--- src/hdl/pia_pkg.sv ---
// Package: types, constants and control structs shared by the packed item array.
`timescale 1ns / 1ps
`default_nettype none
package pia_pkg;

  localparam int unsigned MEM_WORDS_DEF = 1024;
  localparam int unsigned WORD_BITS_DEF = 64;

  localparam int unsigned POS_W = 17;
  localparam int unsigned VAL_W = 32;
  localparam int unsigned CFG_W = 6;

  localparam logic [CFG_W-1:0] ITEM_WIDTH_RST = 6'd5;
  localparam logic [CFG_W-1:0] ITEM_WIDTH_MAX = 6'd32;
  localparam logic [CFG_W-1:0] ITEM_WIDTH_MIN = 6'd1;
  localparam logic [POS_W-1:0] COUNT_MAX      = 17'h1FFFF;

  localparam logic [1:0] MODE_READ   = 2'd0;
  localparam logic [1:0] MODE_WRITE  = 2'd1;
  localparam logic [1:0] MODE_APPEND = 2'd2;
  localparam logic [1:0] MODE_EXTEND = 2'd3;

  localparam logic [1:0] ST_OK       = 2'd0;
  localparam logic [1:0] ST_RANGE    = 2'd1;
  localparam logic [1:0] ST_FULL     = 2'd2;
  localparam logic [1:0] ST_BADCOUNT = 2'd3;

  typedef struct packed {
    logic [1:0]       mode;
    logic [POS_W-1:0] position;
    logic [VAL_W-1:0] write_value;
  } req_t;

  typedef struct packed {
    logic [VAL_W-1:0] read_value;
    logic [1:0]       status;
    logic [POS_W-1:0] item_count;
  } rsp_t;

  typedef struct packed {
    logic clear;
    logic load;
    logic div_start;
    logic div_sel_w;
    logic ipw_load;
    logic cap_load;
    logic addr_load;
    logic mem_rd;
    logic modify;
    logic finish;
  } cmd_t;

  typedef struct packed {
    logic clear_last;
    logic div_done;
    logic early;
  } sts_t;

endpackage
`default_nettype wire

--- src/hdl/pia_ctrl.sv ---
// Controller: sequences clearing pass, divisions, memory access and result.
`timescale 1ns / 1ps
`default_nettype none
module pia_ctrl import pia_pkg::*; (
  input  wire logic clk_i,
  input  wire logic rst_ni,
  input  wire logic start_i,
  input  wire sts_t sts_i,
  output cmd_t      cmd_o,
  output logic      busy_o
);

  localparam logic [2:0] S_CLEAR = 3'd0;
  localparam logic [2:0] S_IDLE  = 3'd1;
  localparam logic [2:0] S_DIVW  = 3'd2;
  localparam logic [2:0] S_CAP   = 3'd3;
  localparam logic [2:0] S_CHECK = 3'd4;
  localparam logic [2:0] S_DIVP  = 3'd5;
  localparam logic [2:0] S_RD    = 3'd6;
  localparam logic [2:0] S_MOD   = 3'd7;

  logic [2:0] state_q;
  logic [2:0] state_d;

  always_comb begin
    cmd_o   = '0;
    state_d = state_q;
    case (state_q)
      S_CLEAR: begin
        cmd_o.clear = 1'b1;
        if (sts_i.clear_last) begin
          state_d = S_IDLE;
        end
      end
      S_IDLE: begin
        if (start_i) begin
          cmd_o.load      = 1'b1;
          cmd_o.div_start = 1'b1;
          cmd_o.div_sel_w = 1'b1;
          state_d         = S_DIVW;
        end
      end
      S_DIVW: begin
        if (sts_i.div_done) begin
          cmd_o.ipw_load = 1'b1;
          state_d        = S_CAP;
        end
      end
      S_CAP: begin
        cmd_o.cap_load = 1'b1;
        state_d        = S_CHECK;
      end
      S_CHECK: begin
        if (sts_i.early) begin
          cmd_o.finish = 1'b1;
          state_d      = S_IDLE;
        end else begin
          cmd_o.div_start = 1'b1;
          state_d         = S_DIVP;
        end
      end
      S_DIVP: begin
        if (sts_i.div_done) begin
          cmd_o.addr_load = 1'b1;
          state_d         = S_RD;
        end
      end
      S_RD: begin
        cmd_o.mem_rd = 1'b1;
        state_d      = S_MOD;
      end
      S_MOD: begin
        cmd_o.modify = 1'b1;
        cmd_o.finish = 1'b1;
        state_d      = S_IDLE;
      end
      default: begin
        state_d = S_IDLE;
      end
    endcase
  end

  always_ff @(posedge clk_i or negedge rst_ni) begin
    if (!rst_ni) begin
      state_q <= S_CLEAR;
    end else begin
      state_q <= state_d;
    end
  end

  assign busy_o = (state_q != S_IDLE);

endmodule
`default_nettype wire

--- config.mk ---
export PLATFORM = sky130hd
export DESIGN_NAME = pia_ctrl
export DESIGN_NICKNAME = d
export VERILOG_FILES = /design/src/hdl/pia_pkg.sv /design/src/hdl/pia_ctrl.sv
export SDC_FILE = /design/constraint.sdc
export NUM_CORES = 1
export LEC_CHECK = 0
export BUFFER_PORTS_ARGS = -buffer_cell sky130_fd_sc_hd__buf_2
export CAP_MARGIN = 20
export CORE_AREA = 10 10 47 49
export CTS_BUF_LIST = sky130_fd_sc_hd__clkbuf_2 sky130_fd_sc_hd__clkbuf_4 sky130_fd_sc_hd__clkbuf_8
export DETAILED_ROUTE_END_ITERATION = 6
export DIE_AREA = 0 0 57 59
export PLACE_DENSITY = 0.5
export SYNTH_ARGS = -nofsm -noshare
export SYNTH_HDL_FRONTEND = slang
export SYNTH_SLANG_ARGS = --single-unit
--- constraint.sdc ---
create_clock -name clk_i -period 1.85 [get_ports clk_i]
set_clock_uncertainty 0.05 [all_clocks]
set_input_delay 0.0925 -clock clk_i [delete_from_list [all_inputs] [get_ports clk_i]]
set_output_delay 0.0925 -clock clk_i [all_outputs]
set_load 0.03 [all_outputs]
==> run metrics, run 1 <==
register area share after synthesis=29.3%; biggest regs=state_q (3); setup TNS=0 ns; fillcell total=166; layout cells sized above 1=40.4%; syn_nets=41; unrepaired setup endpoints after global routing=false; routed wl met2=431 um; Crit Path Max Fanout=13; pin count of the biggest net entering global routing=14; R2R setup slack=0.61 ns; crit path cell chain=nand2b_1, nor3b_1, buf_2; row cnt=14; CP required=1.71 ns; pwr dens=2020 mW/mm^2; final core utilization=26.1%; final net count=59; drc violations=0; Worst R2R End=state_q[0]; Tot GR Track Use=5.32%; Clock Sinks=3; post-place setup slack=0.587 ns; Worst Slack Setup Final=0.344 ns; Post-Syn Area=256 um^2; post-synthesis register bit count=3; Pleak=0.000191 uW; CP Launch Type=register; Worst Setup SP=state_q[0]; Arrival @ worst endpoint=1.36 ns; min Tclk post-route=1.51 ns; Sequential Power Share=23.8%; max incr delay on CP=0.48 ns; Max Cap Viol=0; Syn Area/Cell=7.33 um^2; Die Ht=59 um; vias=289; Net Sw Power=402 uW; period utilization=81.4%; relative slew slack=77.9%; Synth top area share=29.3%; endpoints failing hold=0; Clock transition at path regs=0.04 ns; CTS Root Cell=clkbuf_4; slowest library cell on the worst path=dfrtp_1; Post-Route M1 WL=315 um; top sig layer=met3; CP top delay family=flip-flops; synthesized instance count=35; Crit. End Element=output pin; VDD IR max=0.671 mV; Placed Cells=63; RR Startpoint=state_q[0]; HP Class=in -> reg; max FFs per register=3; RePlAce Congestion=0.709; synth-to-layout area growth=42.4%; actual slew at the worst max-slew pin=0.332 ns; core area=0.00140 mm^2; initial antenna violation count=0; Initial Util=18.3%; FMAX=664 MHz; Power Internal=338 uW; Sw Share=54.3%; combinational share of power=58.7%; WL met3=39 um; crit path kind=reg -> out; first-pass GRT wire length=1390 um; Final setup viols=0; total grt overflow=0; Crit. path cell count=3; post-DP HPWL=622 um; synth unique cells=18; vias in the first global route=325; die area=0.00336 mm^2; Final Max Tran Viols=0; Clock Power Share=17.6%; end point of the critical path=cmd_o[5]; CTS H-tree lvls=1; Detailed Routing Iterations Pass 1=2; Max Root-Sink Buffers=2; Area contributors post-synth=dfrtp_1 29%, nor2_1 10%, nand2b_1 7.3%; DIE WIDTH=57 um; warnings from Yosys=0; number of DRC markers in iteration 0=2; PortBufs=16; Post-Route WL=786 um; TritonCTS Buffers=3; worst-skew pair later-pin latency=0.23 ns; # diodes=0; Avg WL per Cell=11.6 um; status=finished clean; Top reg by flops=state_q; via/cell ratio=4.25; Synth area leader=dfrtp_1; CTS tree=yes; post-route ant nets=0; reg2reg path depth=3; Finished Layout Cells=68; Ports=17; WP buf/inv=1
## area by class of cell
class | count | area [um^2] | area share, %
repair buffers | 17 | 90.1 | 24.7
flip-flops and latches | 3 | 75.1 | 20.5
inverters | 1 | 3.75 | 1.03
well taps | 16 | 20.0 | 5.48
clock buffers | 4 | 30.0 | 8.22
multi-input cells | 27 | 146 | 40.1
## worst min-delay path by stage
| stage | start | slack [ns] | cells past startpoint | end |
|---|---|---|---|---|
| 2_1_floorplan | rst_ni | -0.25 | 0 | state_q[0] |
| 3_3_place_gp | rst_ni | -0.16 | 1 | state_q[2] |
| 3_5_place_dp | rst_ni | -0.16 | 1 | state_q[2] |
| 4_1_cts | sts_i[0] | 0.02 | 2 | state_q[2] |
| 5_1_grt | sts_i[0] | 0.04 | 2 | state_q[2] |
| 6_report | sts_i[0] | 0.02 | 2 | state_q[2] |
## cells in the mapped netlist (all sizes together)
master	count
a211oi	1
a21boi	1
a21oi	3
a221o	1
a31oi	1
and3	1
buf	3
clkbuf	1
dfrtp	3
inv	1
nand2	4
nand2b	3
nor2	7
nor3	2
nor3b	2
o21ai	1
## worst register-to-register path, cell delays in order, from the launching register on
cell and delay, ns:
dfrtp_1 0.48, nand2b_1 0.20, a221o_1 0.31, a21oi_2 0.13
## kinds of logic (layout without fill, tap and decap cells)
group / count (synthesis) / count (layout) / synth area share [%]
AOI/OAI and AO/OA: 8 / 8 / 21.5
buffers and inverters: 5 / 22 / 13.7
DFF: 3 / 3 / 29.3
and+or+nand+nor: 19 / 19 / 35.6
## layout by cell type (no fill, tap or decap), types with 2 or more instances in the layout
cell / instances
buf_2: 16
nor2_1: 7
nand2_1: 4
clkbuf_4: 4
nand2b_1: 3
dfrtp_1: 3
nor3b_1: 2
a21oi_1: 2
nor3_1: 2
## metrics by stage
stage	cell area [um^2]	total power [uW]	hold slack, ns
after detailed placement	325	616	-0.160
after CTS	365	754	0.0180
final	365	739	0.0187
after floorplan	256	541	-0.253
after global placement	325	617	-0.159
after global routing	365	812	0.0428
## power groups by stage
| stage | Sequential [uW] | Combinational, uW | Clock (uW) |
|---|---|---|---|
| 5_1_grt | 187 | 489 | 136 |
| 2_1_floorplan | 112 | 429 | 0 |
| 6_report | 176 | 434 | 130 |
| 3_3_place_gp | 176 | 442 | 0 |
| 4_1_cts | 177 | 443 | 134 |
| 3_5_place_dp | 177 | 439 | 0 |
## what timing repair did
action	in CTS	in global routing
resized for setup	0	0
hold buffers	1	0
setup buffers	0	0
hold endpoints to repair	3	0
## metal layers
layer	up-vias	global-route usage, %
met5	-	0
met4	0	6.04
met3	0	1.93
met2	6	8.06
li1	152	-
met1	131	5.23
(Power assumes the default switching activity.)
==> inputs of run 2 (changes only) <==
--- a/config.mk
+++ b/config.mk
@@ -11,7 +11,7 @@
 export CTS_BUF_LIST = sky130_fd_sc_hd__clkbuf_2 sky130_fd_sc_hd__clkbuf_4 sky130_fd_sc_hd__clkbuf_8
 export DETAILED_ROUTE_END_ITERATION = 6
 export DIE_AREA = 0 0 57 59
-export PLACE_DENSITY = 0.5
+export PLACE_DENSITY = 0.52
 export SYNTH_ARGS = -nofsm -noshare
 export SYNTH_HDL_FRONTEND = slang
 export SYNTH_SLANG_ARGS = --single-unit
==> constraint.sdc (replaced) <==
create_clock -name clk_i -period 1.35 [get_ports clk_i]
set_clock_uncertainty 0.05 [all_clocks]
set_input_delay 0.0675 -clock clk_i [delete_from_list [all_inputs] [get_ports clk_i]]
set_output_delay 0.0675 -clock clk_i [all_outputs]
set_load 0.03 [all_outputs]
==> run 2 against run 1 <==
The flow now finishes with violations (setup timing); sequential share of layout area is 4.8 points lower; cell area is 37% higher; largest cell class is now non-clock buffers; hold slack better by 0.094 ns; clock-buffer cell count stayed put; clock power is 42% higher; first-iteration DRC count grew to 5.0 times the previous value.
==> run metrics, run 2 (synthesized netlist as in run 1, its figures left out) <==
PortBufs=16 (unchanged); CP Launch Type=register; HP Class=in -> async; relative slew slack=86.3% (+8.4 points); CP required=1.23 ns (-0.48 ns); FMAX=724 MHz; DP Area=330 um^2 (+1.5%); Ports=17 (unchanged); die area=0.00336 mm^2 (unchanged); first-pass GRT wire length=1370 um (-0.94%); biggest regs=state_q (3); period utilization=102%; final instance area=500 um^2 (+37%); status=finished, violations left; final core utilization=35.7% (+9.6 points); most common cell after layout, fill and taps aside=buf_4; synth-to-layout area growth=95.1%; DIE WIDTH=57 um (unchanged); Clock Sinks=3 (unchanged); drc violations=0 (unchanged); vias=364 (+26%); Crit Path Max Fanout=6 (-7); RePlAce Congestion=0.738 (+4.1%); Crit. End Element=output pin; unrepaired setup endpoints after global routing=true; Die Ht=59 um (unchanged); Tot GR Track Use=5.36% (+0.041 points); Clock transition at path regs=0.04 ns (about the same); crit path cell chain=buf_6, nand2b_4, nor3b_2, buf_4; Final Max Tran Viols=0 (unchanged); slowest library cell on the worst path=dfrtp_2; crit path kind=reg -> out; via/cell ratio=4.79 (+13%); CTS Root Cell=clkbuf_4; combinational share of power=69.3% (+11 points); pin count of the biggest net entering global routing=11 (-3); Avg WL per Cell=15.2 um (+31%); final net count=67 (+14%); total grt overflow=0 (unchanged); layout cells sized above 1=68.3% (+28 points); vias in the first global route=330 (+1.5%); Detailed Routing Iterations Pass 1=4 (+2); post-DP HPWL=611 um (-1.8%); failing checks=setup timing; Max Cap Viol=0 (unchanged); Net Sw Power=684 uW (+70%); setup TNS=-0.0464 ns (-0.0464 ns); VDD IR max=0.949 mV (+42%); pwr dens=2740 mW/mm^2 (+36%); number of DRC markers in iteration 0=10 (+8); R2R setup slack=0.03 ns (-0.58 ns); worst-skew pair later-pin latency=0.24 ns (about the same); row cnt=14 (unchanged); Sequential Power Share=17.2% (-6.6 points); TritonCTS Buffers=3 (unchanged); min Tclk post-route=1.38 ns; max incr delay on CP=0.43 ns (-0.05 ns); # diodes=0 (unchanged); Sw Share=49.9% (-4.5 points); most frequent cells in the layout=11 x buf_4, 8 x buf_2, 4 x nor2_2, 4 x clkbuf_4, 4 x buf_6; post-place setup slack=0.121 ns (-0.466 ns); endpoints failing hold=0 (unchanged); Arrival @ worst endpoint=1.26 ns (-0.10 ns); Final setup viols=2 (+2); Worst Slack Setup Final=-0.0320 ns (-0.376 ns); fillcell total=168 (+1.2%); actual slew at the worst max-slew pin=0.205 ns (-0.127 ns); max FFs per register=3 (unchanged); Initial Util=18.3% (unchanged); Top reg by flops=state_q; initial antenna violation count=0 (unchanged); Pleak=0.000237 uW (+24%); Max Root-Sink Buffers=2 (unchanged); CTS tree=yes; Post-Route WL=1150 um (+47%); Power Internal=688 uW (+100%); Clock Power Share=13.5% (-4.1 points); CTS H-tree lvls=1 (unchanged); post-route ant nets=0 (unchanged); core area=0.00140 mm^2 (unchanged)
==> run 2: cell types whose count changed in the layout (fill, tap and decap cells not counted), sizes merged <==
cell,previous run,this run
dlygate4sd3,1,2
buf,16,23
==> run 2: final timing paths <==
path,from,to,depth (start not counted)
worst max-delay path,state_q[1],cmd_o[5],4
worst min-delay path,rst_ni,state_q[2],2
max in group asynchronous,rst_ni,state_q[0],2
worst max register to register,state_q[1],state_q[0],5
worst min register to register,state_q[0],state_q[2],2
min in group clk_i,start_i,state_q[0],3
==> run 2: area by class of cell <==
type | count | area (um^2) | share of cell area, %
timing repair buffer | 25 | 188 | 37.5
multi-input combinational | 27 | 180 | 36.0
sequential | 3 | 78.8 | 15.7
clock buffer | 4 | 30.0 | 6.00
tap | 16 | 20.0 | 4.00
inverter | 1 | 3.75 | 0.750
==> run 2: power groups by stage <==
stage               Sequential [uW]  Clock [uW]  Combinational, uW
finish                          236         185                952
global route                    245         190               1020
CTS                             244         186                682
detailed placement              245           0                599
global placement                245           0                602
floorplan                       153           0                594
==> run 2: worst max-delay path, delay by kind of cell, from the launching register on <==
| kind | cells | cell delay (ns) |
|---|---|---|
| and+or+nand+nor | 2 | 0.25 |
| DFF | 1 | 0.43 |
| buffers and inverters | 2 | 0.34 |
==> run 2: timing repair <==
| item | 4_1_cts | 5_1_grt |
|---|---|---|
| endpoints found under the setup margin | 8 | 8 |
| setup buffers | 2 | 5 |
| hold buffers | 2 | 0 |
| pin swaps | 0 | 4 |
| resized for setup | 8 | 24 |
| hold endpoints to repair | 4 | 0 |
==> run 2: stage by stage <==
step                total power [uW]  std cells  hold WS (ns)
floorplan                        747         35        -0.278
global placement                 847         63        -0.183
detailed placement               844         63        -0.185
CTS                             1110         71         0.124
global route                    1460         76         0.125
finish                          1370         76         0.113
==> run 2: metal layers <==
layer | vias up | GRT usage [%] | share of wire, %
li1 | 168 | - | -
met1 | 174 | 5.69 | 39
met2 | 20 | 7.29 | 54
met3 | 2 | 1.72 | 6.2
met4 | 0 | 7.05 | 1.4
met5 | - | 0 | 0
==> inputs of run 3 (changes only) <==
--- a/config.mk
+++ b/config.mk
@@ -7,11 +7,13 @@
 export LEC_CHECK = 0
 export BUFFER_PORTS_ARGS = -buffer_cell sky130_fd_sc_hd__buf_2
 export CAP_MARGIN = 20
+export CELL_PAD_IN_SITES_DETAIL_PLACEMENT = 0
+export CELL_PAD_IN_SITES_GLOBAL_PLACEMENT = 1
 export CORE_AREA = 10 10 47 49
 export CTS_BUF_LIST = sky130_fd_sc_hd__clkbuf_2 sky130_fd_sc_hd__clkbuf_4 sky130_fd_sc_hd__clkbuf_8
 export DETAILED_ROUTE_END_ITERATION = 6
 export DIE_AREA = 0 0 57 59
-export PLACE_DENSITY = 0.52
+export PLACE_DENSITY = 0.68
 export SYNTH_ARGS = -nofsm -noshare
 export SYNTH_HDL_FRONTEND = slang
 export SYNTH_SLANG_ARGS = --single-unit
==> run 3 against run 2 <==
Global-route usage is 0.35 points higher; the flow still finishes with violations (setup timing); via count is 8.8% lower; sequential share of layout area is 0.70 points higher; highest routed layer is now met3; largest power group unchanged.
==> run metrics, run 3 (synthesized netlist as in run 1, its figures left out) <==
Pleak=0.000227 uW (-4.0%); Power Internal=638 uW (-7.3%); Worst Slack Setup Final=-0.0149 ns (+0.0171 ns); initial antenna violation count=0 (unchanged); row cnt=14 (unchanged); Clock transition at path regs=0.04 ns (about the same); via/cell ratio=4.49 (-6.3%); CTS tree=yes; synth-to-layout area growth=86.8%; combinational share of power=65.4% (-3.9 points); post-route ant nets=0 (unchanged); RePlAce Congestion=0.703 (-4.8%); Crit. End Element=output pin; endpoints failing hold=0 (unchanged); Die Ht=59 um (unchanged); CP required=1.23 ns (about the same); Sw Share=50.2% (+0.32 points); actual slew at the worst max-slew pin=0.200 ns (-0.00465 ns); DIE WIDTH=57 um (unchanged); CTS H-tree lvls=1 (unchanged); core area=0.00140 mm^2 (unchanged); vias in the first global route=331 (+0.30%); PortBufs=16 (unchanged); failing checks=setup timing; number of DRC markers in iteration 0=3 (-7); VDD IR max=0.872 mV (-8.1%); Max Cap Viol=0 (unchanged); vias=332 (-8.8%); Avg WL per Cell=13.0 um (-15%); FMAX=733 MHz (+1.3%); reg2reg path depth=4 (-1); final core utilization=34.2% (-1.5 points); CTS Root Cell=clkbuf_4; Post-Route WL=959 um (-17%); Net Sw Power=643 uW (-6.1%); layout cells sized above 1=63.8% (-4.5 points); Arrival @ worst endpoint=1.25 ns (about the same); CP Launch Type=register; post-DP HPWL=635 um (+4.0%); biggest regs=state_q (3); most common cell after layout, fill and taps aside=buf_4; final instance area=479 um^2 (-4.2%); crit path kind=reg -> out; Top reg by flops=state_q; period utilization=101% (-1.3 points); Final setup viols=2 (unchanged); Final Max Tran Viols=0 (unchanged); HP Class=in -> async; TritonCTS Buffers=3 (unchanged); unrepaired setup endpoints after global routing=true; DP Area=330 um^2 (unchanged); Initial Util=18.3% (unchanged); Sequential Power Share=20.6% (+3.4 points); worst-skew pair later-pin latency=0.23 ns (about the same); # diodes=0 (unchanged); relative slew slack=86.6% (+0.31 points); min Tclk post-route=1.36 ns (-0.0171 ns); Detailed Routing Iterations Pass 1=2 (-2); Crit Path Max Fanout=6 (unchanged); Clock Power Share=14.0% (+0.5 points); Tot GR Track Use=5.70% (+0.35 points); first-pass GRT wire length=1480 um (+7.5%); max FFs per register=3 (unchanged); Clock Sinks=3 (unchanged); status=finished, violations left; Worst Setup SP=state_q[0]; pwr dens=2670 mW/mm^2 (-2.6%); total grt overflow=0 (unchanged); worst hold slack=0.110 ns (-0.00311 ns); pin count of the biggest net entering global routing=11 (unchanged); drc violations=0 (unchanged); Ports=17 (unchanged); Max Root-Sink Buffers=2 (unchanged); setup TNS=-0.0169 ns (+0.0295 ns); RR Startpoint=state_q[0]; final net count=65 (-3.0%); die area=0.00336 mm^2 (unchanged); most frequent cells in the layout=11 x buf_4, 8 x buf_2, 4 x nand2_1, 4 x nor2_1, 4 x clkbuf_4; post-place setup slack=0.124 ns (+0.00297 ns)
==> run 3: path summary, 6_finish.rpt <==
check	to	slack, ns
max in group asynchronous	state_q[2]	1.02
worst max-delay path	cmd_o[3]	-0.01
worst max register to register	state_q[0]	0.02
worst min register to register	state_q[2]	0.64
min in group clk_i	state_q[0]	0.15
worst min-delay path	state_q[1]	0.11
==> run 3: power groups by stage <==
stage	Combinational (uW)	Sequential (uW)	Clock, uW
after floorplan	594	153	0
after global placement	608	246	0
after detailed placement	607	244	0
after CTS	721	248	187
after global routing	913	273	189
final	838	264	179
==> run 3: routing by layer <==
layer  up-vias  routed length [um]  GRT usage [%]
met5         -                   0              0
met1       161                 375           5.58
li1        165                   -              -
met4         0                   0           5.03
met2         6                 553           8.99
met3         0                  31           2.58
==> run 3: per-stage QoR <==
step,total power [uW],cells
CTS,1160,71
floorplan,747,35
global placement,854,63
finish,1280,74
detailed placement,851,63
global route,1380,74
==> run 3: what timing repair did <==
action / in CTS / in global routing
pin swaps: 0 / 2
hold buffers: 2 / 0
resized for setup: 12 / 12
endpoints found under the setup margin: 8 / 7
setup buffers: 2 / 3
endpoints found under the hold margin: 4 / 0
==> run 3: critical path: stages, from the launching register on <==
cell and delay (ns):
dfrtp_2 0.45, buf_4 0.17, nand2b_1 0.07, nor2_2 0.17, buf_6 0.15
==> run 3: final cells by class <==
cell class / count / area (um^2)
inverters: 1 / 3.75
clock buffers: 4 / 30.0
repair buffers: 23 / 165
multi-input cells: 27 / 181
flip-flops and latches: 3 / 78.8
well taps: 16 / 20.0
fillers: 172 / 922
